**src/hw/rtl/bdq_pkg.sv**
```systemverilog
`timescale 1ns / 1ps
`default_nettype none

package bdq_pkg;

    // Request codes carried in the func field.
    localparam logic [2:0] F_PUSH_FRONT = 3'd0;
    localparam logic [2:0] F_PUSH_BACK  = 3'd1;
    localparam logic [2:0] F_POP_FRONT  = 3'd2;
    localparam logic [2:0] F_POP_BACK   = 3'd3;
    localparam logic [2:0] F_REMOVE     = 3'd4;

    // Result status codes.
    localparam logic [1:0] ST_OK       = 2'd0;
    localparam logic [1:0] ST_EMPTY    = 2'd1;
    localparam logic [1:0] ST_FULL     = 2'd2;
    localparam logic [1:0] ST_NOTFOUND = 2'd3;

    // Field widths of the stream payloads.
    localparam int FUNC_W  = 3;
    localparam int DATA_W  = 32;
    localparam int STAT_W  = 2;
    localparam int CNT_W   = 5;
    localparam int S_TDATA_W = 40;
    localparam int M_TDATA_W = 40;

    // Work a token does as it walks the cell row.
    typedef enum logic [2:0] {
        MD_NONE,
        MD_PUSH_F,
        MD_PUSH_B,
        MD_POP_F,
        MD_POP_B,
        MD_REMOVE
    } t_mode;

    // Request token handed from cell to cell, one cell per clock.
    typedef struct packed {
        logic              active;
        logic              live;
        logic              found;
        t_mode             mode;
        logic [DATA_W-1:0] value;
        logic [DATA_W-1:0] carry;
        logic [DATA_W-1:0] popped;
    } t_tok;

endpackage

`default_nettype wire

```
**src/hw/rtl/bounded_deque_with_remove_core.sv**
```systemverilog
`timescale 1ns / 1ps
`default_nettype none

// Each request travels as a token through the row of DEPTH cells, one cell
// per clock; its result is registered when the token leaves the last cell, or
// held until the output register is free. The next request is taken in the
// cycle after the token leaves the last cell, later if a result waits.
// Reset (synchronous, active low) empties the sequence and clears all handshake
// state; stored entries keep no reset value and are read only after a write.
module bounded_deque_with_remove_core #(
    parameter int DEPTH = 16
) (
    input  wire                                i_clk,
    input  wire                                i_rst_n,
    input  wire                                i_s_axis_tvalid,
    output logic                               o_s_axis_tready,
    // [2:0] func, [34:3] operand_value, [39:35] zero
    input  wire  [bdq_pkg::S_TDATA_W-1:0]      i_s_axis_tdata,
    output logic                               o_m_axis_tvalid,
    input  wire                                i_m_axis_tready,
    // [31:0] popped_value, [33:32] status, [38:34] entry_count, [39] zero
    output logic [bdq_pkg::M_TDATA_W-1:0]      o_m_axis_tdata
);

    localparam int CW = $clog2(DEPTH + 1);
    localparam logic [CW-1:0] DEPTH_C = CW'(DEPTH);

    typedef enum logic [1:0] {
        S_IDLE,
        S_BUSY,
        S_HOLD
    } t_state;

    t_state                          r_state;
    logic [CW-1:0]                   r_count;
    logic [2:0]                      r_func;
    logic [bdq_pkg::STAT_W-1:0]      r_pre_status;
    logic                            r_out_valid;
    logic [bdq_pkg::DATA_W-1:0]      r_out_popped;
    logic [bdq_pkg::STAT_W-1:0]      r_out_status;
    logic [CW-1:0]                   r_out_count;
    logic [bdq_pkg::DATA_W-1:0]      r_pend_popped;
    logic [bdq_pkg::STAT_W-1:0]      r_pend_status;
    logic [CW-1:0]                   r_pend_count;

    bdq_pkg::t_tok                   w_tok   [0:DEPTH];
    logic [CW-1:0]                   w_rem   [0:DEPTH];
    logic [bdq_pkg::DATA_W-1:0]      w_entry [0:DEPTH-1];

    logic                            in_acc;
    logic [2:0]                      in_func;
    logic [bdq_pkg::DATA_W-1:0]      in_value;
    logic                            is_full;
    logic                            is_empty;
    bdq_pkg::t_mode                  l_mode;
    logic                            l_live;
    logic [bdq_pkg::STAT_W-1:0]      l_status;
    logic                            tok_exit;
    logic [bdq_pkg::STAT_W-1:0]      x_status;
    logic [CW-1:0]                   x_count;
    logic                            out_free;
    logic                            out_load;

    assign in_func  = i_s_axis_tdata[2:0];
    assign in_value = i_s_axis_tdata[34:3];
    assign in_acc   = i_s_axis_tvalid && o_s_axis_tready;
    assign is_full  = (r_count == DEPTH_C);
    assign is_empty = (r_count == '0);
    assign o_s_axis_tready = i_rst_n && (r_state == S_IDLE);

    // Decode the request into the token's work and the status known up front.
    always_comb begin
        l_mode   = bdq_pkg::MD_NONE;
        l_live   = 1'b0;
        l_status = bdq_pkg::ST_OK;
        case (in_func)
            bdq_pkg::F_PUSH_FRONT: begin
                l_mode   = bdq_pkg::MD_PUSH_F;
                l_live   = !is_full;
                l_status = is_full ? bdq_pkg::ST_FULL : bdq_pkg::ST_OK;
            end
            bdq_pkg::F_PUSH_BACK: begin
                l_mode   = bdq_pkg::MD_PUSH_B;
                l_live   = !is_full;
                l_status = is_full ? bdq_pkg::ST_FULL : bdq_pkg::ST_OK;
            end
            bdq_pkg::F_POP_FRONT: begin
                l_mode   = bdq_pkg::MD_POP_F;
                l_live   = !is_empty;
                l_status = is_empty ? bdq_pkg::ST_EMPTY : bdq_pkg::ST_OK;
            end
            bdq_pkg::F_POP_BACK: begin
                l_mode   = bdq_pkg::MD_POP_B;
                l_live   = !is_empty;
                l_status = is_empty ? bdq_pkg::ST_EMPTY : bdq_pkg::ST_OK;
            end
            bdq_pkg::F_REMOVE: begin
                l_mode   = bdq_pkg::MD_REMOVE;
                l_live   = 1'b1;
                l_status = bdq_pkg::ST_OK;
            end
            default: begin
            end
        endcase
    end

    // Token launched into the first cell on the accepting edge.
    assign w_tok[0].active = in_acc;
    assign w_tok[0].live   = in_acc && l_live;
    assign w_tok[0].found  = 1'b0;
    assign w_tok[0].mode   = l_mode;
    assign w_tok[0].value  = in_value;
    assign w_tok[0].carry  = in_value;
    assign w_tok[0].popped = '0;
    assign w_rem[0]        = r_count;

    // Row of cells; each cell shifts toward a neighbor as the token passes.
    for (genvar g = 0; g < DEPTH; g++) begin : g_cell
        logic [bdq_pkg::DATA_W-1:0] next_entry;
        if (g == DEPTH - 1) begin : g_last
            assign next_entry = w_entry[g];
        end else begin : g_mid
            assign next_entry = w_entry[g + 1];
        end
        bdq_cell #(
            .CW (CW)
        ) u_cell (
            .i_clk        (i_clk),
            .i_rst_n      (i_rst_n),
            .i_tok        (w_tok[g]),
            .i_rem        (w_rem[g]),
            .i_next_entry (next_entry),
            .o_entry      (w_entry[g]),
            .o_tok        (w_tok[g + 1]),
            .o_rem        (w_rem[g + 1])
        );
    end

    // Final status and occupancy once the token leaves the row.
    assign tok_exit = w_tok[DEPTH].active;
    always_comb begin
        x_status = r_pre_status;
        x_count  = r_count;
        if ((r_func == bdq_pkg::F_REMOVE) && !w_tok[DEPTH].found) begin
            x_status = bdq_pkg::ST_NOTFOUND;
        end
        if (r_pre_status == bdq_pkg::ST_OK) begin
            case (r_func)
                bdq_pkg::F_PUSH_FRONT,
                bdq_pkg::F_PUSH_BACK:  x_count = r_count + CW'(1);
                bdq_pkg::F_POP_FRONT,
                bdq_pkg::F_POP_BACK:   x_count = r_count - CW'(1);
                bdq_pkg::F_REMOVE: begin
                    if (w_tok[DEPTH].found) begin
                        x_count = r_count - CW'(1);
                    end
                end
                default: begin
                end
            endcase
        end
    end

    assign out_free = !r_out_valid || i_m_axis_tready;

    // The output register takes a new result when the row or the hold stage
    // delivers one and the register is free.
    assign out_load = out_free &&
                      (((r_state == S_BUSY) && tok_exit) || (r_state == S_HOLD));

    // Sequencer, occupancy and output register.
    always_ff @(posedge i_clk) begin
        if (!i_rst_n) begin
            r_state     <= S_IDLE;
            r_count     <= '0;
            r_out_valid <= 1'b0;
        end else begin
            if (out_load) begin
                r_out_valid <= 1'b1;
            end else if (i_m_axis_tready) begin
                r_out_valid <= 1'b0;
            end
            case (r_state)
                S_IDLE: begin
                    if (in_acc) begin
                        r_func       <= in_func;
                        r_pre_status <= l_status;
                        r_state      <= S_BUSY;
                    end
                end
                S_BUSY: begin
                    if (tok_exit) begin
                        r_count <= x_count;
                        if (out_free) begin
                            r_out_popped <= w_tok[DEPTH].popped;
                            r_out_status <= x_status;
                            r_out_count  <= x_count;
                            r_state      <= S_IDLE;
                        end else begin
                            r_pend_popped <= w_tok[DEPTH].popped;
                            r_pend_status <= x_status;
                            r_pend_count  <= x_count;
                            r_state       <= S_HOLD;
                        end
                    end
                end
                S_HOLD: begin
                    if (out_free) begin
                        r_out_popped <= r_pend_popped;
                        r_out_status <= r_pend_status;
                        r_out_count  <= r_pend_count;
                        r_state      <= S_IDLE;
                    end
                end
                default: begin
                    r_state <= S_IDLE;
                end
            endcase
        end
    end

    assign o_m_axis_tvalid = r_out_valid;
    assign o_m_axis_tdata  = {1'b0, bdq_pkg::CNT_W'(r_out_count), r_out_status, r_out_popped};

    // A token leaves the row only while a request is in flight.
    a_exit_busy: assert property (@(posedge i_clk) disable iff (!i_rst_n)
        tok_exit |-> (r_state == S_BUSY))
        else $error("token left the cell row with no request in flight");

    // Occupancy never passes the capacity.
    a_count_bound: assert property (@(posedge i_clk) disable iff (!i_rst_n)
        r_count <= DEPTH_C)
        else $error("occupancy above capacity");

    // A rejected push or pop leaves the occupancy unchanged.
    a_reject_hold: assert property (@(posedge i_clk) disable iff (!i_rst_n)
        (tok_exit && ((r_pre_status == bdq_pkg::ST_FULL) ||
                      (r_pre_status == bdq_pkg::ST_EMPTY))) |=> $stable(r_count))
        else $error("rejected request changed occupancy");

    // An accepted request is not followed by another until its token exits.
    a_one_in_flight: assert property (@(posedge i_clk) disable iff (!i_rst_n)
        in_acc |=> !o_s_axis_tready)
        else $error("second request accepted while one is in flight");

endmodule

`default_nettype wire

```
**src/hw/rtl/bdq_cell.sv**
```systemverilog
`timescale 1ns / 1ps
`default_nettype none

module bdq_cell #(
    parameter int CW = 5
) (
    input  wire                             i_clk,
    input  wire                             i_rst_n,
    input  wire  bdq_pkg::t_tok             i_tok,
    input  wire  [CW-1:0]                   i_rem,
    input  wire  [bdq_pkg::DATA_W-1:0]      i_next_entry,
    output logic [bdq_pkg::DATA_W-1:0]      o_entry,
    output bdq_pkg::t_tok                   o_tok,
    output logic [CW-1:0]                   o_rem
);

    logic [bdq_pkg::DATA_W-1:0] r_entry;
    logic [bdq_pkg::DATA_W-1:0] n_entry;
    bdq_pkg::t_tok              r_tok;
    bdq_pkg::t_tok              n_tok;
    logic [CW-1:0]              r_rem;
    logic [CW-1:0]              n_rem;

    // Act on the token that sits at this cell; i_rem counts stored entries
    // from this cell to the back of the sequence.
    always_comb begin
        n_entry = r_entry;
        n_tok   = i_tok;
        n_rem   = i_rem;
        if (i_tok.active && i_tok.live) begin
            if (i_rem != '0) begin
                n_rem = i_rem - CW'(1);
                case (i_tok.mode)
                    bdq_pkg::MD_PUSH_F: begin
                        n_entry     = i_tok.carry;
                        n_tok.carry = r_entry;
                    end
                    bdq_pkg::MD_POP_F: begin
                        if (!i_tok.found) begin
                            n_tok.popped = r_entry;
                        end
                        n_tok.found = 1'b1;
                        n_entry     = i_next_entry;
                    end
                    bdq_pkg::MD_REMOVE: begin
                        if (i_tok.found || (r_entry == i_tok.value)) begin
                            n_tok.found = 1'b1;
                            n_entry     = i_next_entry;
                        end
                    end
                    bdq_pkg::MD_POP_B: begin
                        if (i_rem == CW'(1)) begin
                            n_tok.popped = r_entry;
                        end
                    end
                    default: begin
                    end
                endcase
            end else begin
                // First cell past the back: finish the request here.
                n_tok.live = 1'b0;
                case (i_tok.mode)
                    bdq_pkg::MD_PUSH_F: n_entry = i_tok.carry;
                    bdq_pkg::MD_PUSH_B: n_entry = i_tok.value;
                    default: begin
                    end
                endcase
            end
        end
    end

    // Entry storage needs no reset; the token stage does.
    always_ff @(posedge i_clk) begin
        r_entry <= n_entry;
        r_rem   <= n_rem;
        if (!i_rst_n) begin
            r_tok <= '0;
        end else begin
            r_tok <= n_tok;
        end
    end

    assign o_entry = r_entry;
    assign o_tok   = r_tok;
    assign o_rem   = r_rem;

endmodule

`default_nettype wire

```
**config.mk**
```make
export PLATFORM = sky130hd
export DESIGN_NAME = bounded_deque_with_remove_core
export DESIGN_NICKNAME = d
export VERILOG_FILES = /design/src/hw/rtl/bdq_pkg.sv /design/src/hw/rtl/bounded_deque_with_remove_core.sv /design/src/hw/rtl/bdq_cell.sv
export SDC_FILE = /design/constraint.sdc
export NUM_CORES = 2
export LEC_CHECK = 0
export ABC_AREA = 1
export BUFFER_PORTS_ARGS = -buffer_cell sky130_fd_sc_hd__buf_2
export CORE_UTILIZATION = 64
export CTS_BUF_LIST = sky130_fd_sc_hd__clkbuf_8
export DETAILED_ROUTE_END_ITERATION = 6
export PLACE_DENSITY = 0.8
export SYNTH_ARGS = -nofsm -noshare
export SYNTH_HDL_FRONTEND = slang
export SYNTH_HIERARCHICAL = 1
export SYNTH_SLANG_ARGS = --single-unit
```
**constraint.sdc**
```tcl
create_clock -name i_clk -period 5 [get_ports i_clk]
set_clock_uncertainty 0.05 [all_clocks]
set_input_delay 0.5 -clock i_clk [delete_from_list [all_inputs] [get_ports i_clk]]
set_output_delay 0.5 -clock i_clk [all_outputs]
set_load 0.01 [all_outputs]
```
==> results.sh <==
export IMPL_dieArea_um2=153000
export IMPL_die_w_um=391
export IMPL_period_share_pct=67.3
export IMPL_cts_hold_repair_buffers=47
export IMPL_io_buffers=79
export IMPL_syn_area_um2=96800
export IMPL_hold_depth=2
export IMPL_num_vias=86492
export IMPL_dpl_hpwl_mm=207
export IMPL_via_per_inst=5.97
export IMPL_row_count=142
export IMPL_cp_end_kind="flop"
export IMPL_slew_violations=0
export IMPL_crit_type="in -> reg"
export IMPL_avgSynthCellArea_um2=7.95
export IMPL_rsz0062_at_grt="false"
export IMPL_final_hold_violation_count=0
export IMPL_globalRouteOverflowTotal=0
export IMPL_cts_buffers=371
export IMPL_hold_path_startpoint="i_s_axis_tdata[0]"
export IMPL_p_comb_share_pct=2.6
export IMPL_clk_pin_slew_ps=60
export IMPL_worst_slack_ps=1630
export IMPL_clkSinkCount=2242
export IMPL_fin_crit_ps=3370
export IMPL_drc=2
export IMPL_power_mw=35.3
export IMPL_place_ws_ps=1180
export IMPL_clock_latency_ps=1060
export IMPL_holdPathEnd="r_func[0]"
export IMPL_ir_drop_uv=262
export IMPL_gp_congestion=0.949
export IMPL_switching_power_mw=8.09
export IMPL_rr_worst_depth=8
export IMPL_postCtsSetupBuffers=0
export IMPL_total_leakage_power_nw=48.2
export IMPL_cp_max_fo=33
export IMPL_core_area_um2=150000
export IMPL_die_h_um=391
export IMPL_status="complete, but fails checks"
export IMPL_cp_num_cells=12
export IMPL_r2r_setup_slack_ps=1750
export IMPL_setup_tns_ps=0
export IMPL_p_sw_share_pct=22.9
export IMPL_arrival_ps=3980
export IMPL_worst_pin_slew_ps=1330
export IMPL_pin_count=86
export IMPL_power_frac_clock_pct=44.1
export IMPL_cts_resized=0
export IMPL_cp_num_buf_inv=5
export IMPL_r2r_end="g_cell[10].u_cell/o_entry[18]"
export IMPL_internal_power_mw=27.3
export IMPL_finalNonFillerCells=14485
export IMPL_slowest_delay_ps=650
export IMPL_area_growth_pct=8.87
export IMPL_start_util_pct=64.5
export IMPL_fin_nets=12262
export IMPL_grt_pass1_vias=83239
export IMPL_p_per_area_nw_per_um2=336
export IMPL_crit_chain="dlygate4sd3_1, buf_2, nand2_1, o21ai_0, nand3_1, nand2_1, buf_4, inv_1, nor2_1, a21oi_1, a21oi_2, buf_4"
export IMPL_drt_iter0_drc=10900
export IMPL_finalWirelength_mm=303
export IMPL_max_freq_mhz=297
export IMPL_track_usage_pct=38.7
export IMPL_maxCapViolCount=0
export IMPL_r2r_start="g_cell[9].u_cell/o_rem[0]"
export IMPL_drive_gt1_share_pct=7.55
export IMPL_power_frac_seq_pct=53.3
export IMPL_antenna_found_initial=6
export IMPL_avgRoutedWirePerCell_um=20.9
export IMPL_syn_inst=12170
export IMPL_grt_max_degree=156
export IMPL_start_kind="primary input"
export IMPL_crit_required_ps=5610
export IMPL_cp_top_family="buffers and inverters"
export IMPL_clockBufferDepth=4
export IMPL_root_buffer="clkbuf_8"
export IMPL_ys_warn_count=6
export IMPL_violations="design-rule violations"
export IMPL_setup_violations_final=0
export IMPL_dr_pass1_iters=7
export IMPL_holdWs_ps=167
export IMPL_max_slew_margin_pct=11.1
export IMPL_cts_tree="built"
export IMPL_cp_slowest_cell="inv_1"
export IMPL_grt_pass1_wl_mm=464
export IMPL_drtAntennaViolNets=0
export IMPL_hold_class="in -> reg"
export IMPL_placed_cells=13765
export IMPL_htreeDepth=5
## worst max-delay path by stage
stage / startpoint / to / slack (ps)
floorplan: r_state[1] / r_out_count[0] / 1000
global placement: i_s_axis_tdata[1] / g_cell[0].u_cell/o_entry[2] / 1220
detailed placement: i_s_axis_tdata[1] / g_cell[0].u_cell/o_entry[7] / 1180
CTS: i_s_axis_tdata[1] / g_cell[0].u_cell/o_entry[16] / 1730
global route: i_s_axis_tdata[1] / g_cell[0].u_cell/o_entry[16] / 1390
finish: i_s_axis_tdata[1] / g_cell[0].u_cell/o_entry[16] / 1630
## cell type report
type,count,area [µm²]
diodes,4,10.0
clock buffers,451,6210
clock inverters,218,968
fillers,12000,44600
inverters,1135,4270
multi-input cells,8171,38700
flip-flops and latches,2242,50800
well taps,2016,2520
repair buffers,248,1840
## worst register-to-register path, cell delays in order (launching register included)
cell and delay [ps]:
dfxtp_1 330, inv_1 120, ha_1 170, nand3_1 160, buf_4 370, inv_1 860
nor3_1 150, a21oi_2 420, buf_12 270
## sequential cells by signal, indices dropped and copies added, names as in the netlist
register / cells
g_cell.u_cell/o_tok: 1564
g_cell.u_cell/o_entry: 512
g_cell.u_cell/o_rem: 75
r_out_popped: 32
r_pend_popped: 32
r_count: 5
r_out_count: 5
r_pend_count: 5
r_func: 3
r_out_status: 2
r_pend_status: 2
r_pre_status: 2
r_state: 2
o_m_axis_tvalid: 1
## placed cells by master, fill, tap and decap left out, types with 14 or more instances in the layout
master / count
o22ai_2: 16
clkinv_2: 51
xor2_1: 16
nor3_1: 49
and3_1: 15
ha_1: 49
o22ai_1: 519
edfxtp_1: 595
nand3_1: 103
o21ai_0: 1527
nand2_2: 27
inv_1: 1220
buf_2: 78
a21oi_1: 729
a21oi_2: 28
o21ai_2: 14
conb_1: 37
dfxtp_1: 1647
nor2_1: 1931
nand2_4: 16
nor2_4: 32
clkbuf_8: 451
nand3_4: 16
dlygate4sd3_1: 47
clkinv_1: 20
nand2_1: 2592
nor3_2: 16
o21ai_1: 35
inv_2: 55
xnor2_1: 383
buf_4: 118
## power by group through the flow
stage | clock network [mW] | logic [mW] | registers [mW]
finish | 15.6 | 0.923 | 18.8
global route | 16.5 | 0.997 | 18.8
global placement | 0 | 0.833 | 19.2
CTS | 15.7 | 0.893 | 18.8
floorplan | 0 | 0.609 | 19.2
detailed placement | 0 | 0.862 | 19.2
## metrics by stage
step / cell area (µm²) / utilization [%]
after floorplan: 96900 / -
after global placement: 97700 / 65.1
after detailed placement: 97700 / 65.1
after CTS: 105000 / 70.2
after global routing: 105000 / 70.2
final: 105000 / 70.2
## metal layers
metal | share of wire (%) | wire (µm) | up-vias | global-route usage, %
met4 | 7.4 | 22600 | 8 | 26.5
met2 | 47 | 142000 | 5495 | 63.5
met1 | 36 | 108000 | 40251 | 46.2
met5 | 0.013 | 39 | - | 0
li1 | - | - | 39344 | -
met3 | 9.9 | 29900 | 1394 | 7.11
(Power assumes the default switching activity.)
